<file path="src/rtl/qimvd_pkg.sv">
// Package for the QIM watermark vote decoder: word types, codes and constants.
package qimvd_pkg;

  localparam int REPEATS     = 11;
  localparam int TEXT_BYTES  = 15;
  localparam int SYNC_BYTES  = 16;
  localparam int TOTAL_BYTES = SYNC_BYTES + TEXT_BYTES + 1;
  localparam int BIT_W       = $clog2(TOTAL_BYTES * 8 + 1);
  localparam int BIDX_W      = BIT_W - 3;
  localparam int RPT_W       = 5;
  localparam int POS_W       = 5;

  localparam int STEP_W      = 12;
  localparam int MAG_W       = 16;
  localparam int NUM_W       = MAG_W + 1;
  localparam int DIV_W       = STEP_W + 1;
  localparam int REM_W       = DIV_W + 1;
  localparam int QUO_W       = 12;
  localparam int DCNT_W      = $clog2(QUO_W);

  localparam logic [STEP_W-1:0] MIN_STEP   = 12'd16;
  localparam logic [STEP_W-1:0] STEP_RESET = 12'd256;

  localparam logic [7:0] SYNC_WORDS [0:SYNC_BYTES-1] = '{
    8'hA3, 8'h5F, 8'hC1, 8'h7D, 8'h2B, 8'h9E, 8'h11, 8'hF0,
    8'h4C, 8'hD2, 8'h88, 8'hE7, 8'h33, 8'h19, 8'hBE, 8'h42
  };

  typedef enum logic [1:0] {
    ST_OK        = 2'd0,
    ST_SYNC_FAIL = 2'd1,
    ST_SUM_FAIL  = 2'd2
  } status_t;

  typedef struct packed {
    logic signed [15:0] coefficient;
    logic               frame_start;
  } in_word_t;

  typedef struct packed {
    logic [7:0]       text_byte;
    logic [POS_W-1:0] byte_position;
    status_t          status;
    logic             last_result;
  } out_word_t;

endpackage

</file>
<file path="src/rtl/qim_watermark_vote_decoder_top.sv">
// QIM watermark vote decoder: serial QIM bit slicer, repeat vote, byte framing and emit.
// Each coefficient word passes S_IDLE, which accepts it and forms the numerator, S_DIV, a
// bit-serial restoring divide (one quotient bit per cycle, the quotient parity is the QIM
// bit), and S_VOTE, which updates the vote, byte and frame state. in_stall is high in S_DIV and S_VOTE.
// When the checksum byte completes, the block sends TEXT_BYTES payload words, or one
// failure word, at one word per cycle as out_stall allows, before it takes the next
// coefficient. quant_step is written through cfg_wr_en/cfg_wr_data; a value below 16 acts as 16.
module qim_watermark_vote_decoder_top (
  input  logic                 clk,
  input  logic                 rst_n,
  input  logic                 cfg_wr_en,
  input  logic [11:0]          cfg_wr_data,
  input  logic                 in_valid,
  output logic                 in_stall,
  input  qimvd_pkg::in_word_t  in_data,
  output logic                 out_valid,
  input  logic                 out_stall,
  output qimvd_pkg::out_word_t out_data
);

  typedef enum logic [1:0] {S_IDLE, S_DIV, S_VOTE, S_EMIT} state_t;

  localparam int STEP_W = qimvd_pkg::STEP_W;
  localparam int NUM_W  = qimvd_pkg::NUM_W;
  localparam int DIV_W  = qimvd_pkg::DIV_W;
  localparam int REM_W  = qimvd_pkg::REM_W;
  localparam int QUO_W  = qimvd_pkg::QUO_W;
  localparam int DCNT_W = qimvd_pkg::DCNT_W;
  localparam int BIT_W  = qimvd_pkg::BIT_W;
  localparam int BIDX_W = qimvd_pkg::BIDX_W;
  localparam int RPT_W  = qimvd_pkg::RPT_W;
  localparam int POS_W  = qimvd_pkg::POS_W;
  localparam int TB     = qimvd_pkg::TEXT_BYTES;

  state_t                   state_r, state_nxt;
  logic [STEP_W-1:0]        quant_step_r;
  logic [DIV_W-1:0]         div_r, div_nxt;
  logic [REM_W-1:0]         rem_r, rem_nxt;
  logic [QUO_W-1:0]         numsh_r, numsh_nxt;
  logic [DCNT_W-1:0]        dcnt_r, dcnt_nxt;
  logic                     qbit_r, qbit_nxt;
  logic signed [5:0]        vote_sum_r, vote_sum_nxt;
  logic [RPT_W-1:0]         repeat_count_r, repeat_count_nxt;
  logic [BIT_W-1:0]         bit_count_r, bit_count_nxt;
  logic [7:0]               byte_shift_r, byte_shift_nxt;
  logic [7:0]               running_xor_r, running_xor_nxt;
  logic                     sync_good_r, sync_good_nxt;
  qimvd_pkg::status_t       emit_status_r, emit_status_nxt;
  logic [POS_W-1:0]         emit_cnt_r, emit_cnt_nxt;
  logic                     out_valid_r, out_valid_nxt;
  qimvd_pkg::out_word_t     out_data_r, out_data_nxt;
  logic [7:0]               pay_r [0:TB-1];
  logic                     pay_shift;
  logic [7:0]               pay_in;

  logic [STEP_W-1:0]        step_eff;
  logic [15:0]              mag;
  logic [NUM_W-1:0]         num;
  logic [REM_W-1:0]         trial;
  logic                     trial_ge;
  logic signed [5:0]        vs_new;
  logic [RPT_W-1:0]         rc_inc;
  logic                     vbit;
  logic [7:0]               bs_new;
  logic [BIT_W-1:0]         bc_inc;
  logic [BIDX_W-1:0]        bidx;
  logic                     out_free;

  assign step_eff = (quant_step_r < qimvd_pkg::MIN_STEP) ? qimvd_pkg::MIN_STEP : quant_step_r;
  assign mag      = in_data.coefficient[15] ? 16'(~in_data.coefficient + 16'sd1)
                                            : 16'(in_data.coefficient);
  assign num      = {mag, 1'b0} + NUM_W'(step_eff);
  assign trial    = {rem_r[REM_W-2:0], numsh_r[QUO_W-1]};
  assign trial_ge = trial >= REM_W'(div_r);
  assign vs_new   = vote_sum_r + (qbit_r ? 6'sd1 : -6'sd1);
  assign rc_inc   = repeat_count_r + RPT_W'(1);
  assign vbit     = !vs_new[5] && (vs_new != 6'sd0);
  assign bs_new   = {byte_shift_r[6:0], vbit};
  assign bc_inc   = bit_count_r + BIT_W'(1);
  assign bidx     = bc_inc[BIT_W-1:3] - BIDX_W'(1);
  assign out_free = !out_valid_r || !out_stall;

  assign in_stall  = (state_r != S_IDLE);
  assign out_valid = out_valid_r;
  assign out_data  = out_data_r;

  always_comb begin
    state_nxt        = state_r;
    div_nxt          = div_r;
    rem_nxt          = rem_r;
    numsh_nxt        = numsh_r;
    dcnt_nxt         = dcnt_r;
    qbit_nxt         = qbit_r;
    vote_sum_nxt     = vote_sum_r;
    repeat_count_nxt = repeat_count_r;
    bit_count_nxt    = bit_count_r;
    byte_shift_nxt   = byte_shift_r;
    running_xor_nxt  = running_xor_r;
    sync_good_nxt    = sync_good_r;
    emit_status_nxt  = emit_status_r;
    emit_cnt_nxt     = emit_cnt_r;
    out_valid_nxt    = out_valid_r && out_stall;
    out_data_nxt     = out_data_r;
    pay_shift        = 1'b0;
    pay_in           = bs_new;

    unique case (state_r)
      S_IDLE: begin
        if (in_valid) begin
          div_nxt   = {step_eff, 1'b0};
          rem_nxt   = REM_W'(num[NUM_W-1:QUO_W]);
          numsh_nxt = num[QUO_W-1:0];
          dcnt_nxt  = '0;
          if (in_data.frame_start) begin
            vote_sum_nxt     = '0;
            repeat_count_nxt = '0;
            bit_count_nxt    = '0;
            byte_shift_nxt   = '0;
            running_xor_nxt  = '0;
            sync_good_nxt    = 1'b1;
          end
          state_nxt = S_DIV;
        end
      end
      S_DIV: begin
        rem_nxt   = trial_ge ? (trial - REM_W'(div_r)) : trial;
        qbit_nxt  = trial_ge;
        numsh_nxt = {numsh_r[QUO_W-2:0], 1'b0};
        dcnt_nxt  = dcnt_r + DCNT_W'(1);
        if (dcnt_r == DCNT_W'(QUO_W - 1)) begin
          state_nxt = S_VOTE;
        end
      end
      S_VOTE: begin
        state_nxt = S_IDLE;
        if (rc_inc < RPT_W'(qimvd_pkg::REPEATS)) begin
          vote_sum_nxt     = vs_new;
          repeat_count_nxt = rc_inc;
        end else begin
          vote_sum_nxt     = '0;
          repeat_count_nxt = '0;
          bit_count_nxt    = bc_inc;
          if (bc_inc[2:0] != 3'd0) begin
            byte_shift_nxt = bs_new;
          end else begin
            byte_shift_nxt = '0;
            if (bidx < BIDX_W'(qimvd_pkg::SYNC_BYTES)) begin
              if (bs_new != qimvd_pkg::SYNC_WORDS[bidx[3:0]]) begin
                sync_good_nxt = 1'b0;
              end
              running_xor_nxt = running_xor_r ^ bs_new;
            end else if (bidx < BIDX_W'(qimvd_pkg::SYNC_BYTES + TB)) begin
              pay_shift       = 1'b1;
              running_xor_nxt = running_xor_r ^ bs_new;
            end else begin
              // checksum byte: pick the outcome, clear the frame, then emit
              if (!sync_good_r) begin
                emit_status_nxt = qimvd_pkg::ST_SYNC_FAIL;
              end else if (running_xor_r != bs_new) begin
                emit_status_nxt = qimvd_pkg::ST_SUM_FAIL;
              end else begin
                emit_status_nxt = qimvd_pkg::ST_OK;
              end
              emit_cnt_nxt    = '0;
              bit_count_nxt   = '0;
              running_xor_nxt = '0;
              sync_good_nxt   = 1'b1;
              state_nxt       = S_EMIT;
            end
          end
        end
      end
      S_EMIT: begin
        if (out_free) begin
          out_valid_nxt = 1'b1;
          if (emit_status_r == qimvd_pkg::ST_OK) begin
            out_data_nxt.text_byte     = pay_r[0];
            out_data_nxt.byte_position = emit_cnt_r;
            out_data_nxt.status        = qimvd_pkg::ST_OK;
            out_data_nxt.last_result   = (emit_cnt_r == POS_W'(TB - 1));
            pay_shift                  = 1'b1;
            pay_in                     = '0;
            emit_cnt_nxt               = emit_cnt_r + POS_W'(1);
            if (emit_cnt_r == POS_W'(TB - 1)) begin
              state_nxt = S_IDLE;
            end
          end else begin
            out_data_nxt.text_byte     = '0;
            out_data_nxt.byte_position = '0;
            out_data_nxt.status        = emit_status_r;
            out_data_nxt.last_result   = 1'b1;
            state_nxt                  = S_IDLE;
          end
        end
      end
      default: state_nxt = S_IDLE;
    endcase
  end

  always_ff @(posedge clk) begin
    if (!rst_n) begin
      state_r        <= S_IDLE;
      quant_step_r   <= qimvd_pkg::STEP_RESET;
      vote_sum_r     <= '0;
      repeat_count_r <= '0;
      bit_count_r    <= '0;
      byte_shift_r   <= '0;
      running_xor_r  <= '0;
      sync_good_r    <= 1'b1;
      emit_status_r  <= qimvd_pkg::ST_OK;
      emit_cnt_r     <= '0;
      out_valid_r    <= 1'b0;
      dcnt_r         <= '0;
    end else begin
      state_r        <= state_nxt;
      if (cfg_wr_en) begin
        quant_step_r <= cfg_wr_data;
      end
      vote_sum_r     <= vote_sum_nxt;
      repeat_count_r <= repeat_count_nxt;
      bit_count_r    <= bit_count_nxt;
      byte_shift_r   <= byte_shift_nxt;
      running_xor_r  <= running_xor_nxt;
      sync_good_r    <= sync_good_nxt;
      emit_status_r  <= emit_status_nxt;
      emit_cnt_r     <= emit_cnt_nxt;
      out_valid_r    <= out_valid_nxt;
      dcnt_r         <= dcnt_nxt;
    end
  end

  always_ff @(posedge clk) begin
    div_r      <= div_nxt;
    rem_r      <= rem_nxt;
    numsh_r    <= numsh_nxt;
    qbit_r     <= qbit_nxt;
    out_data_r <= out_data_nxt;
  end

  // payload bytes shift in at the tail while framing and out of the head while sending
  always_ff @(posedge clk) begin
    if (pay_shift) begin
      for (int i = 0; i < TB - 1; i++) begin
        pay_r[i] <= pay_r[i+1];
      end
      pay_r[TB-1] <= pay_in;
    end
  end

endmodule

</file>
<file path="config.mk">
export PLATFORM = sky130hd
export DESIGN_NAME = qim_watermark_vote_decoder_top
export DESIGN_NICKNAME = d
export VERILOG_FILES = /design/src/rtl/qimvd_pkg.sv /design/src/rtl/qim_watermark_vote_decoder_top.sv
export SDC_FILE = /design/constraint.sdc
export NUM_CORES = 1
export LEC_CHECK = 0
export ABC_AREA = 1
export BUFFER_PORTS_ARGS = -buffer_cell sky130_fd_sc_hd__buf_2
export CORE_MARGIN = 2
export CORE_UTILIZATION = 60
export CTS_CLUSTER_SIZE = 10
export DETAILED_ROUTE_END_ITERATION = 6
export GPL_TIMING_DRIVEN = 0
export PLACE_DENSITY = 0.81
export SYNTH_ARGS = -nofsm -noshare
export SYNTH_HDL_FRONTEND = slang
export SYNTH_SLANG_ARGS = --single-unit
export TNS_END_PERCENT = 100
</file>
<file path="constraint.sdc">
create_clock -name clk -period 29.3 [get_ports clk]
set_clock_uncertainty 0.15 [all_clocks]
set_input_delay 2.93 -clock clk [delete_from_list [all_inputs] [get_ports clk]]
set_output_delay 2.93 -clock clk [all_outputs]
set_load 0.05 [all_outputs]
</file>
==> key figures <==
Worst setup path
  • Slowest stage cell, crit path: clkbuf_1
  • Worst path most repeated cell: nand2_1
  • CP required: 29.44 ns
  • Slowest Stage Delay on Critical Path: 0.34 ns
  • Flop-to-flop setup slack: around 25 ns
  • Startpoint types: input pin
  • CP cell instances: clkbuf_1, inv_1, nor2_1, xor2_1, ha_1, a21oi_1, o21ai_0, a21oi_1, inv_1, a31oi_1, o21ai_0, nand3_1, nand2_1, nand2_1, nand2_1
  • CP max FO: 10
  • Worst Path Class, Setup: in2reg
  • Worst path arrival time: 5.54 ns
  • Worst setup EP type: flop

Placed design
  • Port buffer count: 49
  • Area after DPL: 11600 um^2
  • Hpwl dp: 14800 um
  • Placer Congestion: 0.932
  • Placed Cells: 1380

GRT
  • Grt total ovfl: 0
  • GRT Util Overall: between 20% and 30%
  • Initial antenna violation count: 0
  • First-pass GRT wire length: 35600 um
  • Largest net degree at the start of global routing: 29
  • Vias in the first global route: 7641

Yosys
  • Mapped Area: around 11000 um^2
  • Main flop type after synthesis: edfxtp_1
  • Post-synthesis sequential area ratio: 59.1%
  • Synth warn: 0
  • Mapped Nets: 1177
  • Number of synthesized flops with an enable pin: 174
  • Post-Syn Instances: about 1100
  • Largest area contributor in the netlist: edfxtp_1
  • Avg Inst Size Synth: 9.96 um^2
  • Seq cells post-synth: 236
  • Post-synth ARST share: 0%
  • Post-synth cell types: 45
  • Post-synth top area share: between 40% and 50%
  • Top cells by area, synth: edfxtp_1 (48%), dfxtp_1 (11%), nand2_1 (7.8%)

Detailed routing
  • Routed len/inst: 15.0 um
  • DR iter-0 viols: 543
  • DR vias: 7911
  • Vias per Instance: 5.53
  • First-pass DRT Iterations: 5
  • Post-Route WL: 21500 um
  • Post-detailed-route count of antenna-violating nets: 0
  • DRC: 0

Job
  • Max cap viols: 0

Clocking
  • # resized after CTS: 0
  • CTS tree: built
  • TritonCTS buffer count: 27
  • CTS Hold Bufs: 0
  • H-Tree Depth: 1
  • Root Buffer: clkbuf_16
  • Post-CTS Setup Inserts: 0
  • Clk buf depth: 3
  • Clk_lat worst skew: 0.54 ns
  • Clk slew on worst S/H paths: 0.06 ns
  • Clock Sinks: roughly 240

Cells and area
  • Fin cells: 1430
  • Share of layout cells above drive strength 1: 9.91%
  • Fin area: roughly 12000 um^2
  • Nets: 1259
  • Synth-to-Final Area Change: 13.1%
  • Ant. Diodes: 0
  • Most common cell after layout, fill and taps aside: nand2_1
  • Most frequent cells in the layout: nand2_1 (227), edfxtp_1 (174), inv_1 (121), nor2_1 (100), a21oi_1 (82)

Power
  • Power, Total: 846 uW
  • Pint: 610 uW
  • P_sw: 236 uW
  • Maximum VDD drop: 0.0649 mV
  • Clock share of power: roughly 36%
  • Sw frac: between 20% and 30%
  • Combinational Power Share: 17.6%
  • Leakage power: 4.98 nW
  • Sequential power share: 46.5%
  • Cell Pwr Density: roughly 68 nW/um^2

STA
  • Fmax: 185 MHz
  • Final number of setup-violating endpoints: 0
  • Slew of the pin with the lowest slew margin: ~1.1 ns
  • RSZ-0062 raised after global routing: false
  • Final Slew Violations: 0
  • Final hold violation count: 0
  • Min Tclk post-route: 5.40 ns
  • Fin Setup TNS: 0 ns
  • Final period util: about 18%
  • Worst slew margin: 24.3%

Min path
  • Worst min path class: reg2reg

Die
  • Core Footprint: 17900 um^2
  • Row count: 49
  • Initial Util: 61.1%
  • Die height: 139 um
  • I/O pin cnt: 52
  • Die Width: 139 um
  • Die Area: 19300 um^2

Outcome
  • Status: completed
critical path, delay by kind of cell:
kind / cells / cell delay [ns]
adders and majority gates: 1 / 0.28
buffers and inverters: 3 / 0.65
and+or+nand+nor: 5 / 0.55
AOI/OAI and AO/OA: 5 / 0.97
xor gates and xnor gates: 1 / 0.17
worst paths after layout:
check                           cells after the start           start           end
worst max register to register                     15  bit_count_r[2]  pay_r[14][4]
worst min-delay path                                0     pay_r[8][3]   pay_r[7][3]
worst max-delay path                               15     in_data[16]      rem_r[4]
worst min register to register                      0     pay_r[8][3]   pay_r[7][3]
kinds of logic after synthesis:
family / Yosys count / synth area share, %
simple gates: 457 / 18.4
flops: 236 / 59.1
compound gates: 162 / 7.94
buf+inv: 150 / 5.17
xor+xnor: 48 / 3.98
fa+ha+maj: 45 / 5.35
stage by stage:
stage               hold WS, ns  utilization [%]  setup slack [ns]
floorplan                 0.250                -             18.04
global placement          0.252             64.1             15.20
detailed placement        0.255             64.7             23.46
CTS                       0.261             69.1             23.96
global route              0.258             69.1             23.49
finish                    0.259             69.1             23.90
registers in the layout, indices dropped and copies added, names as in the netlist:
register / cells
bit_count_r: 9
byte_shift_r: 7
dcnt_r: 4
div_r: 12
emit_cnt_r: 5
emit_status_r: 2
numsh_r: 12
out_data: 16
out_valid: 1
pay_r: 120
qbit_r: 1
quant_step_r: 12
rem_r: 13
repeat_count_r: 5
running_xor_r: 8
state_r: 2
sync_good_r: 1
vote_sum_r: 6
routing by layer:
metal	share of wire [%]	GRT usage, %	vias up
li1	-	-	3884
met5	0	0	-
met2	47	37.3	259
met3	6.7	3.52	66
met4	3.5	8.83	0
met1	43	29.4	3702
power by group through the flow:
stage	Sequential, mW	Combinational (mW)	Clock, mW
floorplan	0.400	0.109	0
finish	0.393	0.149	0.304
global placement	0.402	0.138	0
global route	0.395	0.166	0.321
detailed placement	0.400	0.144	0
CTS	0.393	0.146	0.308
Yosys cell counts (2+ instances only):
cell type  instances
a211oi_1           2
a21o_1             3
a21oi_1           82
a22oi_1            3
a31oi_1            3
buf_1              2
buf_2              2
clkbuf_1          24
dfxtp_1           62
edfxtp_1         174
fa_1               3
ha_1              42
inv_1            121
nand2_1          227
nand2_2           10
nand3_1           60
nand3_2            4
nand3b_1           5
nand4_1           15
nor2_1           101
nor2_2             4
nor2_4             3
nor3_1            14
nor4_1             3
o211ai_1           2
o21a_1             2
o21ai_0           54
o21ai_1            2
o22ai_1            2
o31ai_1            3
or2_2              5
xnor2_1           23
xor2_1            23
xor2_2             2
layout make-up:
type,count,area (um^2)
clock inverters,1,20.0
well taps,229,287
flip-flops and latches,236,6470
fillers,1299,5530
inverters,122,458
plain buffers,28,108
repair buffers,53,348
multi-input cells,712,3920
clock buffers,49,768
Power figures use the tool's default switching activity.
